--- src/hdl/mxfp4_pkg.sv ---
// mxfp4_pkg: shared binary32 constants, the nan scale code and the stage 1 request type
// used by mxfp4_lane and mx_fp4_dequantizer; no dependencies
package mxfp4_pkg;
	localparam logic [31:0] QNAN_BITS = 32'h7FC0_0000;
	localparam logic [31:0] INF_BITS  = 32'h7F80_0000;
	localparam logic [7:0]  SCALE_NAN = 8'hFF;

	typedef struct packed {
		logic [7:0] weight_byte;
		logic [7:0] scale_exp;
		logic       last;
		logic       low_first;
	} req_t;
endpackage

--- src/hdl/mxfp4_lane.sv ---
// mxfp4_lane: decodes one e2m1 code scaled by 2^(e-127) into binary32 bits
// depends on mxfp4_pkg
module mxfp4_lane
	import mxfp4_pkg::*;
(
	input  logic [3:0]  code,
	input  logic [7:0]  scale_exp,
	output logic [31:0] value
);
	logic       sign;
	logic [1:0] ex;
	logic       m;
	logic [9:0] biased;
	logic [2:0] halves;
	logic [4:0] shamt;
	logic [22:0] sub_frac;

	always_comb begin
		sign = code[3];
		ex = code[2:1];
		m = code[0];
		if (ex == 2'd0) begin
			halves = 3'd1;
			biased = {2'b00, scale_exp} - 10'd1;
		end else begin
			halves = 3'({1'b1, m}) << (ex - 2'd1);
			biased = {2'b00, scale_exp} + {8'd0, ex} - 10'd1;
		end
		// subnormal only arises for e <= 1, shift is e+21
		shamt = 5'(scale_exp[0]) + 5'd21;
		sub_frac = 23'(halves) << shamt;
		if (scale_exp == SCALE_NAN) begin
			value = QNAN_BITS;
		end else if (ex == 2'd0 && !m) begin
			value = {sign, 31'd0};
		end else if (!biased[9] && biased >= 10'd255) begin
			value = {sign, INF_BITS[30:0]};
		end else if (!biased[9] && biased != 10'd0) begin
			value = {sign, biased[7:0], (ex != 2'd0) & m, 22'd0};
		end else begin
			value = {sign, 8'd0, sub_frac};
		end
	end
endmodule

--- src/hdl/mx_fp4_dequantizer.sv ---
// mx_fp4_dequantizer: mxfp4 weight byte to two binary32 values
// pipeline: a request passes through the input register, then the result register
// throughput: one request per cycle, stalls only when both stages are full and out_stall is high
// reset: arst_n clears valid flags and sets low_first_q to 1
// depends on mxfp4_pkg and mxfp4_lane
module mx_fp4_dequantizer
	import mxfp4_pkg::*;
(
	input  logic        clk,
	input  logic        arst_n,
	input  logic        cfg_valid,
	output logic        cfg_ready,
	input  logic        cfg_data,
	input  logic        in_valid,
	output logic        in_stall,
	input  logic [7:0]  weight_byte,
	input  logic [7:0]  scale_exp,
	input  logic        last_in,
	output logic        out_valid,
	input  logic        out_stall,
	output logic [31:0] even_value,
	output logic [31:0] odd_value,
	output logic        last_out
);
	logic        low_first_q;
	req_t        req_s1;
	logic        vld_s1;
	logic        vld_s2;
	logic [31:0] even_s2, odd_s2;
	logic        last_s2;
	logic        adv_s2, adv_s1;
	logic [3:0]  even_code, odd_code;
	logic [31:0] even_d, odd_d;

	assign cfg_ready = 1'b1;
	assign adv_s2 = !vld_s2 || !out_stall;
	assign adv_s1 = !vld_s1 || adv_s2;
	assign in_stall = !adv_s1;

	always_ff @(posedge clk or negedge arst_n) begin
		if (!arst_n) begin
			low_first_q <= 1'b1;
			vld_s1 <= 1'b0;
			vld_s2 <= 1'b0;
		end else begin
			if (cfg_valid) low_first_q <= cfg_data;
			if (adv_s1) vld_s1 <= in_valid;
			if (adv_s2) vld_s2 <= vld_s1;
		end
	end

	always_ff @(posedge clk) begin
		if (adv_s1 && in_valid) begin
			req_s1 <= '{weight_byte: weight_byte, scale_exp: scale_exp,
				last: last_in, low_first: low_first_q};
		end
		if (adv_s2 && vld_s1) begin
			even_s2 <= even_d;
			odd_s2 <= odd_d;
			last_s2 <= req_s1.last;
		end
	end

	assign even_code = req_s1.low_first ? req_s1.weight_byte[3:0] : req_s1.weight_byte[7:4];
	assign odd_code  = req_s1.low_first ? req_s1.weight_byte[7:4] : req_s1.weight_byte[3:0];

	mxfp4_lane u_even (.code(even_code), .scale_exp(req_s1.scale_exp), .value(even_d));
	mxfp4_lane u_odd  (.code(odd_code),  .scale_exp(req_s1.scale_exp), .value(odd_d));

	assign out_valid  = vld_s2;
	assign even_value = even_s2;
	assign odd_value  = odd_s2;
	assign last_out   = last_s2;

`ifndef SYNTH
	a_nan_both: assert property (@(posedge clk) disable iff (!arst_n)
		(adv_s2 && vld_s1 && req_s1.scale_exp == SCALE_NAN) |=>
		(even_s2 == QNAN_BITS && odd_s2 == QNAN_BITS))
		else $error("nan scale not in both lanes");
	a_hold: assert property (@(posedge clk) disable iff (!arst_n)
		(vld_s2 && out_stall) |=> (vld_s2 && $stable(even_s2) && $stable(odd_s2)))
		else $error("result changed under stall");
	a_no_drop: assert property (@(posedge clk) disable iff (!arst_n)
		(vld_s1 && !adv_s2) |=> vld_s1)
		else $error("stage 1 request lost");
`endif
endmodule
--- config.mk ---
export PLATFORM = sky130hd
export DESIGN_NAME = mx_fp4_dequantizer
export DESIGN_NICKNAME = d
export VERILOG_FILES = /design/src/hdl/mxfp4_pkg.sv /design/src/hdl/mxfp4_lane.sv /design/src/hdl/mx_fp4_dequantizer.sv
export SDC_FILE = /design/constraint.sdc
export NUM_CORES = 1
export LEC_CHECK = 0
export BUFFER_PORTS_ARGS = -buffer_cell sky130_fd_sc_hd__buf_2
export CAP_MARGIN = 20
export CORE_UTILIZATION = 29
export CTS_CLUSTER_SIZE = 10
export DETAILED_ROUTE_END_ITERATION = 8
export SLEW_MARGIN = 20
export SYNTH_ARGS = -nofsm -noshare
export SYNTH_HDL_FRONTEND = slang
export SYNTH_SLANG_ARGS = --single-unit
--- constraint.sdc ---
create_clock -name clk -period 10.4 [get_ports clk]
set_input_delay 0.52 -clock clk [delete_from_list [all_inputs] [get_ports clk]]
set_output_delay 0.52 -clock clk [all_outputs]
set_load 0.01 [all_outputs]
# After elaboration in Yosys (flattened, before gate mapping)
# Cells that the tools add are included.
# Widths: inputs -> output; s select.
# classes
add_sub_neg	8
magnitude_cmp	2
eq_ne	1
shifts	4
mux	12
bitwise_logic	2
n_reduce_logical	26
# ops
cell	count
$mux 31	6
$shl 3x5->23	2
$ge 10x8->1 const B	2
$mux 10	2
$reduce_bool 10->1	2
$sub 10x1->10 const B	2
$add 8x2->9	2
$sub 8x1->9 const B	1
$eq 8x8->1 const B	1
$logic_and 1x1->1	8
$logic_not 1->1	8
$mux 4	2
$reduce_or 4->1	2
$mux 3	2
$shl 2x2->3	2
$add 1x5->5 const B	1
$logic_not 2->1	2
$reduce_bool 2->1	2
$sub 2x1->2 const B	2
$and 1x1->1	2
$logic_or 1x1->1	2
# totals
register_bits	86
in_bits	23
word_cells	67

# Depth between registers and ports, before layout
# Gate-level depths: netlist (run 1).
# logic_depth
depth_word	9
mapped_depth	16

# Hierarchy
# Synthesis (run 1) repeated with hierarchy kept, for this count alone.
# hier_totals
hier_cells	452
area_unflattened_um2	5401.4
# by_module_without_submodules
mod	instances	cells_per_inst	area_per_inst_um2	seq_area_each_um2
mx_fp4_dequantizer	1	104	2758.9	2568.7
mxfp4_lane at u_even	1	176	1356.3	0.0
mxfp4_lane at u_odd	1	172	1286.2	0.0

# Worst setup path before layout (run 1)
# OpenSTA, ideal clock, no wires.
# synth_timing
path_kind	reg2reg
startpoint	register req_s1[0] (netlist name)
endpoint	register odd_s2[22], in the netlist odd_value[22] (data pin)
setup_ns	0.145
arrival_time_ns	3.726
slack_ns	6.529
stages_incl_launch_ff	17
synth_period_minus_slack_ns	3.871
path_cell_list	edfxtp_1 -> buf_4 -> mux2i_1 -> inv_1 -> ha_1 -> inv_1 -> fa_1 -> ha_1 -> and4bb_2 -> a32oi_1 -> o2bb2ai_1 -> xnor2_1 -> mux2i_1 -> or4_4 -> o21a_1 -> o41a_1 -> o21ai_1
# synth_via
elab_chain_len	9
# synth_rtl
item	line	source
start: declaration	mx_fp4_dequantizer.sv:26	req_t req_s1;
start signal: assignment	mx_fp4_dequantizer.sv:54	req_s1 <= '{weight_byte: weight_byte, scale_exp: scale_exp,
$mux 4 *	mx_fp4_dequantizer.sv:65	assign odd_code = req_s1.low_first ? req_s1.weight_byte[7:4] : req_s1.weight_byte[3:0];
parallel branches: the longest is 7 deep, another holds $sub 10x1->10	n/a	
$mux 31 *	mxfp4_lane.sv:34	end else if (ex == 2'd0 && !m) begin
end signal: assignment	mx_fp4_dequantizer.sv:59	odd_s2 <= odd_d;
end: declaration	mx_fp4_dequantizer.sv:29	logic [31:0] even_s2, odd_s2;
# Mark *: on every way between the ends.
# A chain may end at the register's enable or synchronous reset.

# Worst setup path in the final report (run 1)
# Same ends and word-level chain as after synthesis.

==> run_results.csv, run 1 <==
group,metric,value,unit
power,p_clk_frac,0.313,
global_routing,grt_pass1_wl,13400,um
clocking,cts.htree.levels,2,
clocking,cts_tree,"done",
clocking,cts_sinks,46,
synth,yosys.area_share.adder,0.0441,
sta,worstMarginPinSlew,0.807,ns
detailed_routing,drt_iter0_drc,227,
critical_path,critPathTopFamily,"simple AND/OR/NAND/NOR gates",
power,power.switching,189,uW
floorplan,die_x,116,um
global_routing,grt_remaining_overflow,0,
clocking,clock_path_buffers,2,
floorplan,fp-row-count,41,
synth,ys_ff_latch,46,
floorplan,io-pin-count,91,
clocking,cts_buffers,5,
placed_design,globalplace.congestion,0.889,
global_routing,grtUsageTotal,0.130,
placed_design,hpwlAfterDp,6520,um
critical_path,reg2reg_from,"req_s1[0]$_DFFE_PP_",
sta,max_freq,221,MHz
sta,rsz0062_at_grt,"no",
floorplan,start_util,0.297,
synth,synth_top_family_by_area,"simple AND/OR/NAND/NOR gates",
clocking,clkTransAtPathRegs,0.07,ns
power,vdd_drop_max,78.3,uV
critical_path,r2r_slack,5.88,ns
clocking,cts_hold_buf,0,
layout,fin_cells,607,
synth,synth_edf_count,43,
critical_path,cp.required,10.54,ns
power,seqPwrFrac,0.409,
detailed_routing,vias_per_cell,4.79,
critical_path,r2r_end,"odd_value[22]$_SDFFCE_PP1P_",
floorplan,die-area,13400,um2
synth,synthDistinctLibCells,80,
critical_path,critPathLaunchType,"flop",
global_routing,grt_max_degree,26,
clocking,clock_latency,0.29,ns
power,switching_share,0.318,
power,p_comb_frac,0.279,
sta,whs,0.0142,ns
clocking,ctsResizeCount,0,
detailed_routing,detailedRoute.firstPassIterationCount,4,
synth,synthCells,393,
sta,setup_tns,0,ns
detailed_routing,wl_per_cell,14.1,um
critical_path,path_class,"flop to flop",
critical_path,ff2ff_path_depth,14,
layout,layout-drive-gt1-share,0.182,
synth,synth_area,3740,um2
power,p_leak,0.00165,uW
synth,synthTopCellsByArea,"edfxtp_1, buf_4, ha_1",
detailed_routing,drcViolationCount,0,
clocking,cts_setup_buffers,0,
layout,n_antenna_cell,0,
synth,synth_warnings,0,
sta,maxSlewViolCount,0,
power,power.density,145,nW/um2
power,p_int,406,uW
synth,syn_avg_cell_area,9.53,um2
floorplan,core,12600,um2
sta,slew-limit-headroom,0.462,
synth,synth-simple-area-share,0.201,
detailed_routing,wl,8580,um
synth,synth_top_area_frac,0.345,
critical_path,end_kind,"flop",
synth,synth.most_common_cell,"buf_4",
synth,synth_mux_area_frac,0.0358,
synth,async_flop_share,0.0652,
clocking,clockRootBuffer,"clkbuf_16",
synth,synth_xor_area_frac,0.0444,
critical_path,slowest_delay,0.60,ns
synth,synth-compound-area-share,0.171,
sta,period_share,0.435,
critical_path,cp_cell_sequence,"mux2i_1, inv_1, ha_1, inv_1, fa_1, nor2b_1, a21oi_1, or4_1, a31oi_1, xor2_1, or4_4, o21a_1, o41a_1, o21ai_1",
global_routing,grt_pass1_vias,2610,
synth,seq_area_frac_synth,0.365,
critical_path,cp.arrival,4.67,ns
layout,syn_to_final_growth,9.56,%
sta,setup_ws,5.88,ns
critical_path,crit_top_cell,"inv_1",
global_routing,grt_antenna_before_repair,0,
placed_design,portBuffers,49,
sta,finalSetupViolations,0,
flow_run,maxCapViolations,0,
synth,yosysTopAreaCell,"edfxtp_1",
layout,fin_nets,469,
critical_path,crit_buf_inv,2,
synth,synthTopCellsByCount,"buf_4, edfxtp_1, nand2_1, nor2_1",
floorplan,fp.dieH,116,um
synth,synth-main-ff-cell,"edfxtp_1",
critical_path,cpMaxStageDelayCell,"fa_1",
placed_design,pre_cts_ws,5.94,ns
sta,period_needed,4.52,ns
detailed_routing,antenna_left,0,
sta,skew,0.00856,ns
sta,hold_viol,0,
hold_path,hp-class,"input port to async pin",
detailed_routing,vias,2907,
run_status,status,"complete, no violations",
critical_path,cp_max_fo,15,
placed_design,placed_cells,599,
==> stage by stage <==
stage	power, uW	area, um2	utilization
2_1_floorplan	380	3900	-
3_5_place_dp	412	3930	0.312
3_3_place_gp	410	3930	0.312
6_report	595	4100	0.325
5_1_grt	629	4100	0.325
4_1_cts	601	4100	0.325
==> worst register-to-register path, stage by stage (launching register included) <==
cell and delay (ns):
edfxtp_1 0.57, mux2i_1 0.22, inv_1 0.14, ha_1 0.22
inv_1 0.07, fa_1 0.60, nor2b_1 0.45, a21oi_1 0.12
or4_1 0.40, a31oi_1 0.20, xor2_1 0.13, or4_4 0.58
o21a_1 0.22, o41a_1 0.37, o21ai_1 0.08
==> how the worst max path moves through the flow <==
stage	to	depth (start not counted)	start
detailed placement	odd_value[22]$_SDFFCE_PP1P_	14	req_s1[0]$_DFFE_PP_
CTS	odd_value[22]$_SDFFCE_PP1P_	14	req_s1[0]$_DFFE_PP_
global placement	odd_value[22]$_SDFFCE_PP1P_	14	req_s1[0]$_DFFE_PP_
floorplan	odd_value[22]$_SDFFCE_PP1P_	16	req_s1[0]$_DFFE_PP_
global route	even_value[22]$_SDFFCE_PP1P_	14	req_s1[0]$_DFFE_PP_
finish	odd_value[22]$_SDFFCE_PP1P_	14	req_s1[0]$_DFFE_PP_
==> cells by family after synthesis <==
| logic type | after synthesis |
|---|---|
| xor gates and xnor gates | 19 |
| muxes | 13 |
| AOI/OAI and AO/OA | 90 |
| and+or+nand+nor | 135 |
| buffers and inverters | 76 |
| DFF | 46 |
| adders and majority gates | 12 |
| other | 2 |
==> flip-flops by register name, summed over array words and instances, names as in the netlist <==
register     flops
even_value      12
vld_s1           1
last_out         1
req_s1          18
out_valid        1
odd_value       12
low_first_q      1
==> layer usage <==
layer	wire (um)	up-vias	GRT usage
met1	3970	1357	0.182
met3	582	12	0.0282
met2	3900	91	0.198
met4	126	0	0.0402
li1	-	1447	-
met5	0	-	0
==> cell usage in the layout, fill, tap and decap left out, drive strengths merged, types with 3 or more instances in the layout <==
cell     n
o31ai    4
nor3b    4
and2     7
and3     5
nand2b   4
a31oi    3
o21ai   21
xor2     9
a211o    6
ha      10
o211ai   5
nor2b    7
nand4    5
a21oi   16
mux2i   10
nor4     5
mux2     3
nand3   10
clkbuf   5
or4      5
edfxtp  43
conb    43
buf     51
or3      4
a32oi    4
nor3     9
a211oi   4
nand2   31
a21o     6
xnor2   10
inv     18
nor2    25
==> cell type report <==
cell class	instances	area, um2
tap	172	215
sequential	46	1370
clock buffer	5	125
timing repair buffer	51	260
clock inverter	3	43.8
inverter	18	67.6
multi-input combinational	312	2020
fill	1314	8520
==> power by group through the flow <==
stage               logic [uW]  clock network (uW)  registers (uW)
floorplan                  133                   0             246
global placement           163                   0             247
detailed placement         164                   0             248
CTS                        165                 192             244
global route               185                 198             246
finish                     166                 186             243
(Power assumes the default switching activity.)
==> run 2, diff against run 1 <==
==> constraint.sdc (replaced) <==
create_clock -name clk -period 3.6 [get_ports clk]
set_input_delay 0.18 -clock clk [delete_from_list [all_inputs] [get_ports clk]]
set_output_delay 0.18 -clock clk [all_outputs]
set_load 0.01 [all_outputs]
==> run 2 against run 1 <==
  * Worst hold slack improved by 0.043 ns
  * Non-clock buffer count rose by 78
  * Highest routed layer unchanged
  * Sequential cell count is the same
  * The flow now finishes with violations (DRC, setup timing)
  * Power rose to 3.2 times the previous value
  * Critical path depth up 1
  * Die area unchanged
  * Final cell count rose by 13%
  * Cell area rose by 22%
  * Count of clock-buffer cells in the layout increased by 1
  * Sequential power rose to 2.8 times the previous value
==> run_results.csv, run 2 (synthesized netlist as in run 1, its figures left out) <==
group,metric,value,unit
layout,final_common_cell,"buf_4",
detailed_routing,antenna_left,0,
clocking,cts.htree.levels,2,
clocking,clock_path_buffers,2,
critical_path,path_class,"flop to flop",
sta,maxSlewViolCount,0,
placed_design,placed_cells,662,
floorplan,die-area,13400,um2
layout,fin_nets,547,
clocking,cts_tree,"done",
layout,final_cell_mix,"buf_4, buf_2, conb_1, edfxtp_1, nand2_1",
detailed_routing,drt_iter0_drc,185,
critical_path,cpMaxStageDelayCell,"fa_2",
critical_path,crit_buf_inv,2,
floorplan,die_x,116,um
hold_path,hp-class,"input port to flop",
global_routing,grt_remaining_overflow,0,
floorplan,core,12600,um2
global_routing,grt_antenna_before_repair,0,
detailed_routing,dr_wl_met2,4710,um
global_routing,grt_pass1_wl,14600,um
sta,hold_viol,0,
sta,rsz0062_at_grt,"yes",
critical_path,ff2ff_path_depth,15,
sta,finalSetupViolations,12,
hold_path,hold_path_depth,1,
placed_design,hpwlAfterDp,7170,um
clocking,cts_buffers,5,
floorplan,start_util,0.297,
layout,syn_to_final_growth,33.2,%
critical_path,critPathTopFamily,"compound AO/OA/AOI/OAI gates",
clocking,clkTransAtPathRegs,0.07,ns
power,switching_share,0.327,
floorplan,io-pin-count,91,
run_status,status,"complete, but fails checks",
layout,n_antenna_cell,0,
run_status,failed_checks,"DRC, setup timing",
sta,setup_ws,-0.241,ns
layout,fin_cells,685,
power,p_int,1270,uW
detailed_routing,wl,9630,um
detailed_routing,vias_per_cell,4.72,
placed_design,postPlaceCellArea,4450,um2
floorplan,fp-row-count,41,
clocking,cts_sinks,46,
sta,period_needed,3.84,ns
placed_design,portBuffers,49,
global_routing,grtUsageTotal,0.140,
sta,period_share,1.07,
detailed_routing,met3_length,515,um
critical_path,cp.arrival,3.99,ns
power,seqPwrFrac,0.364,
critical_path,cp_max_fo,7,
detailed_routing,drcViolationCount,2,
floorplan,fp.dieH,116,um
critical_path,cp.required,3.75,ns
power,p_leak,0.00210,uW
critical_path,cp.depth,15,
power,vdd_drop_max,175,uV
detailed_routing,wl_met1,4290,um
clocking,clockRootBuffer,"clkbuf_16",
critical_path,critPathLaunchType,"flop",
layout,final_cell_area,4990,um2
detailed_routing,wl_per_cell,14.1,um
sta,slew-limit-headroom,0.471,
power,power.switching,620,uW
flow_run,maxCapViolations,0,
sta,worstMarginPinSlew,0.794,ns
power,p_clk_frac,0.245,
placed_design,globalplace.congestion,0.902,
layout,layout-drive-gt1-share,0.392,
layout,largest_reg_flops,18,
sta,skew,0.00714,ns
global_routing,grt_pass1_vias,2878,
critical_path,cp_cell_sequence,"mux2i_2, inv_2, ha_4, inv_2, fa_2, ha_4, and4bb_2, a32oi_2, a22oi_2, xor2_1, nor2_2, or4_4, o21a_1, o41a_1, o21ai_1",
clocking,clock_latency,0.29,ns
critical_path,slowest_delay,0.49,ns
power,p_comb_frac,0.391,
global_routing,grt_max_degree,26,
detailed_routing,topRoutingLayerUsed,"met4",
detailed_routing,vias,3230,
sta,max_freq,260,MHz
critical_path,end_kind,"flop",
layout,final_util,0.395,
layout,regMostFlops,"req_s1",
detailed_routing,detailedRoute.firstPassIterationCount,6,
power,power.density,379,nW/um2
==> run 2: metrics by stage <==
step	hold slack [ns]	setup TNS, ns	total power (uW)	setup WS (ns)
floorplan	-0.116	-0.193	1110	-0.145
global placement	-0.0241	-1.14	1310	-0.250
detailed placement	-0.0226	-2.17	1320	-0.302
CTS	0.0561	-0.947	1820	-0.240
global route	0.0534	-3.81	2000	-0.386
finish	0.0574	-1.55	1890	-0.241
==> run 2: final cells by class <==
cell class | count | area, um2
clock buffer | 6 | 129
fill | 1249 | 7630
clock inverter | 2 | 13.8
sequential | 46 | 1370
tap | 172 | 215
multi-input combinational | 312 | 2340
inverter | 18 | 67.6
timing repair buffer | 129 | 856
==> run 2: per-layer routing <==
layer,GRT usage,vias up
met3,0.0214,10
met4,0.0325,0
met1,0.195,1519
li1,-,1599
met2,0.229,102
met5,0,-
==> run 2: power groups by stage <==
stage | clock (uW) | sequential (uW) | combinational, uW
global route | 494 | 696 | 807
CTS | 469 | 690 | 665
detailed placement | 0 | 701 | 619
finish | 463 | 689 | 740
floorplan | 0 | 712 | 402
global placement | 0 | 700 | 614
==> run 2: what timing repair did <==
action                                  4_1_cts  5_1_grt
hold endpoints to repair                      3        0
hold buffers                                  1        0
pin swaps                                    11       30
endpoints found under the setup margin       13       15
setup buffers                                 7        9
gates resized for setup                      28       31
==> run 2: final timing paths <==
check / slack (ns) / to / start
max: -0.24 / odd_value[22]$_SDFFCE_PP1P_ / req_s1[0]$_DFFE_PP_
min: 0.06 / req_s1[5]$_DFFE_PP_ / scale_exp[3]
max reg2reg: -0.24 / odd_value[22]$_SDFFCE_PP1P_ / req_s1[0]$_DFFE_PP_
min reg2reg: 0.42 / last_out$_DFFE_PP_ / req_s1[1]$_DFFE_PP_
max in group asynchronous: 3.19 / low_first_q$_DFFE_PN1P_ / arst_n
min in group asynchronous: 0.21 / vld_s1$_DFFE_PN0N_ / arst_n
==> run 3, diff against run 2 <==
--- a/config.mk
+++ b/config.mk
@@ -13,4 +13,5 @@
 export SLEW_MARGIN = 20
 export SYNTH_ARGS = -nofsm -noshare
 export SYNTH_HDL_FRONTEND = slang
+export SYNTH_HIERARCHICAL = 1
 export SYNTH_SLANG_ARGS = --single-unit
==> run 3 against run 2 <==
  * The run ends with DRC left
  * Sequential cell count up 40
  * Clock skew about the same
  * Non-clock buffer count down 16
  * Critical path depth down 1
  * Worst hold slack worse by 0.038 ns
  * Die area up 43%
  * First-iteration DRC count up 30%
  * Global-route usage down 2.3 points
  * Wire length up 14%
  * Largest cell class is now sequential cells
==> run_results.csv, run 3 <==
group,metric,value,unit
synth,synthCells,452,
placed_design,hpwlAfterDp,8620,um
detailed_routing,antenna_left,0,
detailed_routing,drcViolationCount,29,
synth,synth.most_common_cell,"edfxtp_1",
sta,rsz0062_at_grt,"yes",
synth,seq_area_frac_synth,0.476,
sta,slew-limit-headroom,0.456,
sta,skew,0.00728,ns
power,power.density,449,nW/um2
run_status,status,"complete, but fails checks",
sta,setup_tns,0,ns
layout,final_cell_mix,"buf_2, edfxtp_1, ha_1",
synth,synthTopCellsByArea,"edfxtp_1, ha_1, buf_4",
clocking,clock_latency,0.34,ns
global_routing,grt_remaining_overflow,0,
floorplan,start_util,0.299,
floorplan,die_x,138,um
layout,final_common_cell,"buf_2",
critical_path,cp_cell_sequence,"buf_4, mux2_4, inv_1, ha_1, inv_1, ha_1, fa_2, nand2b_1, a211o_1, a211oi_2, a21boi_0, buf_4, o32ai_4, mux2_4",
sta,whs,0.0193,ns
floorplan,die-area,19200,um2
layout,fin_nets,634,
clocking,cts.htree.levels,3,
clocking,cts_tree,"done",
critical_path,cp.arrival,3.57,ns
clocking,cts_buffers,9,
critical_path,critPathLaunchType,"flop",
critical_path,critPathTopFamily,"compound AO/OA/AOI/OAI gates",
synth,yosysTopAreaCell,"edfxtp_1",
layout,fin_cells,797,
sta,worstMarginPinSlew,0.816,ns
sta,finalSetupViolations,0,
critical_path,cpMaxStageDelayCell,"edfxtp_1",
detailed_routing,vias_per_cell,4.49,
power,p_leak,0.00271,uW
synth,synth_area,5400,um2
layout,nFillCells,1773,
global_routing,grt_antenna_before_repair,1,
synth,synthDistinctLibCells,72,
placed_design,portBuffers,89,
synth,ys_ff_latch,86,
power,vdd_drop_max,218,uV
detailed_routing,wl,11000,um
detailed_routing,drt_iter0_drc,241,
critical_path,end_kind,"flop",
hold_path,hp-class,"input port to flop",
synth,synthTopCellsByCount,"edfxtp_1, buf_4, ha_1, inv_1, a21oi_1",
detailed_routing,wl_per_cell,13.8,um
layout,layout-drive-gt1-share,0.306,
power,power,2890,uW
clocking,clkTransAtPathRegs,0.07,ns
floorplan,io-pin-count,91,
detailed_routing,detailedRoute.firstPassIterationCount,7,
synth,synth_warnings,6,
synth,syn_avg_cell_area,12.0,um2
sta,hold_viol,0,
layout,n_antenna_cell,0,
global_routing,grt_pass1_wl,17500,um
synth,synth_edf_count,83,
flow_run,maxCapViolations,0,
layout,final_util,0.356,
sta,period_needed,3.48,ns
critical_path,cp_max_fo,5,
layout,syn_to_final_growth,19.1,%
critical_path,crit_buf_inv,4,
floorplan,core,18100,um2
synth,synth_top_area_frac,0.461,
placed_design,globalplace.congestion,0.805,
synth,synth-main-ff-cell,"edfxtp_1",
run_status,failed_checks,"DRC",
critical_path,path_class,"flop to flop",
synth,async_flop_share,0.0349,
critical_path,cp.required,3.69,ns
sta,maxSlewViolCount,0,
placed_design,placed_cells,772,
global_routing,grt_pass1_vias,3408,
sta,period_share,0.966,
critical_path,slowest_delay,0.47,ns
floorplan,fp.dieH,138,um
clocking,clockRootBuffer,"clkbuf_16",
global_routing,grt_max_degree,47,
detailed_routing,vias,3577,
floorplan,fp-row-count,49,
clocking,cts_sinks,86,
global_routing,grtUsageTotal,0.117,
clocking,clock_path_buffers,2,
sta,max_freq,288,MHz
run 3: cell count changes in the layout (fill, tap and decap cells not counted), moves of 6 or more:
cell,previous run,this run
buf_4,77,20
buf_2,49,89
edfxtp_1,43,83
ha_1,6,45
mux2_4,0,10
a21oi_1,12,23
xor2_1,8,2
nor2_1,24,18
nand2_1,30,11
nand3_1,9,15
mux2i_1,8,2
inv_1,13,37
run 3: layout make-up:
cell class	count	area, um2	share of cell area
sequential	86	2570	0.399
multi-input combinational	314	2500	0.389
timing repair buffer	113	636	0.0988
tap	229	287	0.0446
clock buffer	9	225	0.0350
inverter	39	146	0.0228
clock inverter	7	63.8	0.00992
run 3: cells by family after synthesis:
group,Yosys count,share of synthesized area
compound gates,88,0.121
fa+ha+maj,48,0.114
buf+inv,92,0.104
other cells,3,0.00208
flops,86,0.476
mux,13,0.0336
simple gates,109,0.125
xor+xnor,13,0.0246
run 3: worst paths after layout:
path                                startpoint                       to  slack [ns]  cells after the start
max in group asynchronous               arst_n  low_first_q$_DFFE_PN1P_        3.26                      2
max                        req_s1[0]$_DFFE_PP_  odd_value[22]$_DFFE_PP_        0.12                     14
max reg2reg                req_s1[0]$_DFFE_PP_  odd_value[22]$_DFFE_PP_        0.12                     14
min in group asynchronous               arst_n       vld_s1$_DFFE_PN0P_        0.15                      2
min                               scale_exp[3]      req_s1[5]$_DFFE_PP_        0.02                      1
min reg2reg                req_s1[1]$_DFFE_PP_       last_out$_DFFE_PP_        0.43                      0
run 3: per-stage QoR:
step,worst slack (ns),area [um2]
6_report,0.122,6430
5_1_grt,-0.0358,6430
4_1_cts,0.0371,6330
3_5_place_dp,-0.00305,5990
3_3_place_gp,0.127,5990
2_1_floorplan,0.301,5560
run 3: what timing repair did:
item | in CTS | in global routing
hold buffers | 3 | 1
setup endpoints to repair | 1 | 8
pin swaps | 0 | 7
hold endpoints to repair | 5 | 1
setup buffers | 1 | 4
resized for setup | 1 | 16
run 3: power by group:
group / switching, uW / leakage (uW) / internal (uW)
Sequential: 38.7 / 0.000829 / 1220
Clock: 411 / 0.000137 / 484
Combinational: 423 / 0.00175 / 311
run 3: layer usage:
metal	global-route usage	up-vias	part of all wire
met5	0	-	0.0011
met4	0.0390	2	0.013
met3	0.0343	16	0.070
met2	0.174	118	0.42
met1	0.162	1664	0.49
li1	-	1777	-
